## src/rtl/mvm_pkg.sv

```systemverilog
// Shared types, constants and the output saturation function of the matrix-vector unit.
`default_nettype none

package mvm_pkg;

  // The index fields are 4 bits wide, so no more than 16 cells are ever in use.
  localparam int DIM_LIMIT = 16;
  localparam int VAL_W     = 32;
  // 16 products of at most 2^62 in magnitude, plus a sign bit.
  localparam int ACC_W     = 68;

  localparam logic CMD_MAT_WR = 1'b0;
  localparam logic CMD_VEC_WR = 1'b1;

  typedef enum logic [1:0] {
    REG_NUM_ROWS      = 2'd0,
    REG_NUM_COLS      = 2'd1,
    REG_USE_TRANSPOSE = 2'd2
  } mvm_reg_t;

  typedef enum logic [1:0] {
    ST_IDLE,
    ST_ISSUE,
    ST_DRAIN
  } mvm_state_t;

  // Token that walks the chain beside its partial sum.
  typedef struct packed {
    logic       valid;
    logic       last;
    logic [3:0] idx;
  } mvm_tok_t;

  // Chain-wide control.
  typedef struct packed {
    logic       adv;
    logic       transpose;
    logic [4:0] inner;
  } mvm_ctl_t;

  // Store write broadcast to every cell.
  typedef struct packed {
    logic                    mat_we;
    logic                    vec_we;
    logic [3:0]              row;
    logic [3:0]              col;
    logic [3:0]              vidx;
    logic signed [VAL_W-1:0] value;
  } mvm_wr_t;

  // Drop 16 fraction bits (floor), then clamp to the signed 32-bit range.
  function automatic logic signed [VAL_W-1:0] sat_q16(input logic [ACC_W-1:0] a);
    logic [ACC_W-48:0] hi;
    hi = a[ACC_W-1:47];
    if ((&hi) || (~|hi)) begin
      return a[47:16];
    end else if (a[ACC_W-1]) begin
      return 32'sh80000000;
    end else begin
      return 32'sh7FFFFFFF;
    end
  endfunction

endpackage

`default_nettype wire

```

## src/rtl/mvm_seq.sv

```systemverilog
// Run sequencer: issues one output index per cycle while not frozen; tracks the busy window.
`default_nettype none

module mvm_seq import mvm_pkg::*; (
  input  logic       clk,
  input  logic       rst,
  input  logic       start,
  input  logic       adv,
  input  logic [4:0] outer,
  input  logic       done,
  output logic       busy,
  output mvm_tok_t   tok
);

  mvm_state_t state;
  mvm_state_t state_next;
  logic [3:0] cnt;
  logic       issue_last;

  assign issue_last = ((5'(cnt) + 5'd1) == outer);

  always_comb begin
    state_next = state;
    unique case (state)
      ST_IDLE:  if (start) state_next = ST_ISSUE;
      ST_ISSUE: if (adv && issue_last) state_next = ST_DRAIN;
      ST_DRAIN: if (done) state_next = ST_IDLE;
      default:  state_next = ST_IDLE;
    endcase
  end

  always_comb begin
    busy = 1'b1;
    tok  = '0;
    unique case (state)
      ST_IDLE:  busy = 1'b0;
      ST_ISSUE: begin
        tok.valid = 1'b1;
        tok.last  = issue_last;
        tok.idx   = cnt;
      end
      ST_DRAIN: busy = 1'b1;
      default:  busy = 1'b1;
    endcase
  end

  always_ff @(posedge clk) begin
    if (rst) begin
      state <= ST_IDLE;
      cnt   <= '0;
    end else begin
      state <= state_next;
      if (state == ST_IDLE) begin
        cnt <= '0;
      end else if (state == ST_ISSUE && adv) begin
        cnt <= cnt + 4'd1;
      end
    end
  end

endmodule

`default_nettype wire

```

## config.mk

```make
export PLATFORM = sky130hd
export DESIGN_NAME = mvm_seq
export DESIGN_NICKNAME = d
export VERILOG_FILES = /design/src/rtl/mvm_pkg.sv /design/src/rtl/mvm_seq.sv
export SDC_FILE = /design/constraint.sdc
export NUM_CORES = 1
export LEC_CHECK = 0
export BUFFER_PORTS_ARGS = -buffer_cell sky130_fd_sc_hd__buf_2
export CAP_MARGIN = 15
export CORE_AREA = 4 4 41 43
export CTS_BUF_LIST = sky130_fd_sc_hd__clkbuf_4 sky130_fd_sc_hd__clkbuf_8
export DETAILED_ROUTE_END_ITERATION = 16
export DIE_AREA = 0 0 45 47
export GPL_TIMING_DRIVEN = 0
export PLACE_DENSITY_LB_ADDON = 0.25
export SKIP_LAST_GASP = 1
export SLEW_MARGIN = 20
export SYNTH_ARGS = -nofsm -noshare
export SYNTH_HDL_FRONTEND = slang
export SYNTH_SLANG_ARGS = --single-unit
```

## constraint.sdc

```tcl
create_clock -name clk -period 2.23 [get_ports clk]
set_clock_uncertainty 0.05 [all_clocks]
set_input_delay 0.223 -clock clk [delete_from_list [all_inputs] [get_ports clk]]
set_output_delay 0.223 -clock clk [all_outputs]
set_load 0.01 [all_outputs]
```

==> results.tsv <==
stage	metric	value	unit
cts	cts_buffers	3	
placement	port_buffers	16	
global_route	antenna_found_initial	0	
routing	drt-initial-drc-count	10	
job	cap_violations	0	
power_and_ir_drop	total_leakage_power	0.2599	nW
sta	maxSlewHeadroom	0.7284	
sta	final_max_tran_viols	0	
setup_path	rr_worst_depth	5	
setup_path	cp-start-kind	flop	
cts	clockRootBuffer	clkbuf_4	
sta	final-setup-viol-count	0	
cts	clk_pin_slew_worst_paths	0.05	ns
setup_path	timing.critical_path.to_type	output port	
layout	drive_above_1_share	0.3699	
routing	remaining_drc_errors	0	
routing	vias_per_cell	5.045	
routing	ant_nets	0	
die	die_h	47	µm
layout	fin_util	0.4288	
cts	worst_skew_pair.late_latency	0.25	ns
synth	synth.net_count	65	
worst_hold_path	min-delay-path-class	input pin to flop	
power_and_ir_drop	peakVddDrop	0.2979	mV
synth	xor_and_xnor_fraction_of_the_mapped_netlist_area	0.08116	
die	io_pins	17	
synth	synth_compound_area_frac	0.1710	
sta	period_utilization_post_route	0.9496	
global_route	grt_max_degree	10	
die	starting_density_of_the_core	0.3317	
cts	ctsLongestPathBuffers	2	
die	fp.dieArea	0.002115	mm²
routing	wl_per_cell	11.88	µm
synth	count_of_cell_types_in_the_netlist	28	
synth	syn_inst	54	
sta	hold_viol_final	0	
global_route	first_global_vias	422	
global_route	first_pass_grt_wire_length	1.849	mm
layout	final_cells	88	
placement	dpl.cell_count	85	
synth	synth.ff_latch_count	6	
synth	netlist_area	431.7	µm²
sta	post_route_setup_tns	0	ns
sta	holdWs	0.1802	ns
synth	yosys_warnings	0	
sta	max_clock_freq	472.2	MHz
cts	clock-sinks	6	
placement	dp_worst_setup_slack	0.2795	ns
sta	max_slew.worst_pin.slew	0.4066	ns
setup_path	cpPeakStageDelay	0.47	ns
cts	tritoncts_clock_tree	done	
die	row_count	13	
synth	post_synth_and_or_nand_nor_area_fraction	0.4145	
cts	postCtsSetupBuffers	0	
global_route	global_route_usage_over_all_layers	0.1235	
layout	layout.nets	86	
die	area_of_the_core_region	0.001301	mm²
sta	timing.final.ws_setup	0.1124	ns
status	outcome	completed	
setup_path	critical_path_class	flop to output port	
synth	seq_area_frac_synth	0.2783	
synth	largest_family_of_logic_cells_by_synthesized_area	simple AND/OR/NAND/NOR gates	
setup_path	critical_path.max_fanout	7	
cts	post_cts_resize_count	1	
setup_path	worst_ep_arrival_time	1.84	ns
layout	antennaDiodeCount	0	
power_and_ir_drop	power_per_cell_area	472.4	mW/mm²
die	floorplan.die.width	45	µm
layout	mostFrequentLayoutCells	buf_2, nor2b_1, and2_1, nor2_1, dfxtp_1	
sta	final.min_clock_period	2.118	ns
synth	synthMuxAreaShare	0	
cts	cts-hold-fix-buffers	0	
setup_path	timing.critical_path.cells	ha_2 -> nor2b_1 -> or4_1 -> nand3_1 -> and3_1 -> buf_2	
routing	detail_route.first_pass.iterations	3	
worst_hold_path	min_path_cells	2	
synth	synth_adder_area_share	0.02899	
global_route	grt_remaining_overflow	0	
placement	finalWeightedCongestion	0.7484	
synth	syn_area_per_cell	7.994	µm²
layout	syn_to_final_growth	29.28	%
routing	wl	1.045	mm
setup_path	worst-endpoint-required	1.96	ns
cts	cts.htree.levels	1	
routing	num_vias	444	
layout	layout_commonest_cell	buf_2	
setup_path	standard_cell_with_the_maximum_stage_delay_on_the_critical_path	or4_1	
sta	grt_setup_unrepaired	false	
==> final timing paths <==
path,startpoint,endpoint,slack (ns)
min reg2reg,cnt[3],cnt[3],0.50
max,cnt[0],tok[4],0.11
min,rst,cnt[0],0.18
max reg2reg,cnt[0],state[0],0.65
==> stage by stage <==
step,instance area [µm²],power [mW]
after floorplan,431.7,0.1390
after global placement,530.5,0.1577
after detailed placement,530.5,0.1583
after CTS,554.3,0.2668
after global routing,558.0,0.2764
final,558.0,0.2636
==> flip-flops by register name, summed over array words and instances, names as in the netlist <==
signal	count
cnt	4
state	2
==> power by group <==
group | internal, mW | switching, mW | total, mW
clock | 0.0613 | 0.0459 | 0.107
sequential | 0.110 | 0.00450 | 0.114
combinational | 0.0209 | 0.0210 | 0.0419
==> layout make-up <==
type                            instances  area (µm²)
Timing Repair Buffer                   16       80.08
Clock buffer                            3       22.52
Fill cell                             140       743.2
Multi-Input combinational cell         46       302.8
Tap cell                               15       18.77
Sequential cell                         6       122.6
Buffer                                  1       7.507
Inverter                                1       3.754
==> kinds of logic after synthesis <==
| group | after synthesis |
|---|---|
| AO/OA/AOI/OAI | 12 |
| XOR/XNOR | 4 |
| adder cells (fa/ha/maj) | 1 |
| buffers and inverters | 2 |
| flip-flops | 6 |
| AND/OR/NAND/NOR | 29 |
==> worst max-delay path, delay by kind of cell (launching register included) <==
kind | cells | cell delay, ns
buffers and inverters | 1 | 0.12
and+or+nand+nor | 4 | 0.85
DFF | 1 | 0.39
adders and majority gates | 1 | 0.23
==> cells in the mapped netlist (all sizes together) <==
library cell,number,share of area
xnor2,2,0.041
o21ai,3,0.035
or4,1,0.017
nor2,4,0.035
a21o,1,0.017
xor2,2,0.041
ha,1,0.029
a22oi,1,0.017
nand3b,2,0.035
inv,1,0.0087
or2,1,0.015
nand3,2,0.023
nor3b,2,0.035
a21boi,1,0.017
nor2b,5,0.072
nor4b,1,0.020
dfxtp,6,0.28
a21oi,3,0.035
buf,1,0.017
a31o,1,0.020
nand2,1,0.0087
nand4,2,0.029
nor3,2,0.035
and3,1,0.015
a31oi,2,0.029
and2,5,0.075
==> routing by layer <==
layer | GRT usage | vias up | part of all wire
met3 | 0.03448 | 2 | 0.045
li1 | - | 234 | -
met5 | 0 | - | 0
met4 | 0.08772 | 0 | 0.020
met1 | 0.1533 | 198 | 0.48
met2 | 0.1836 | 10 | 0.46
No activity file was read; power rests on OpenSTA's default activity.
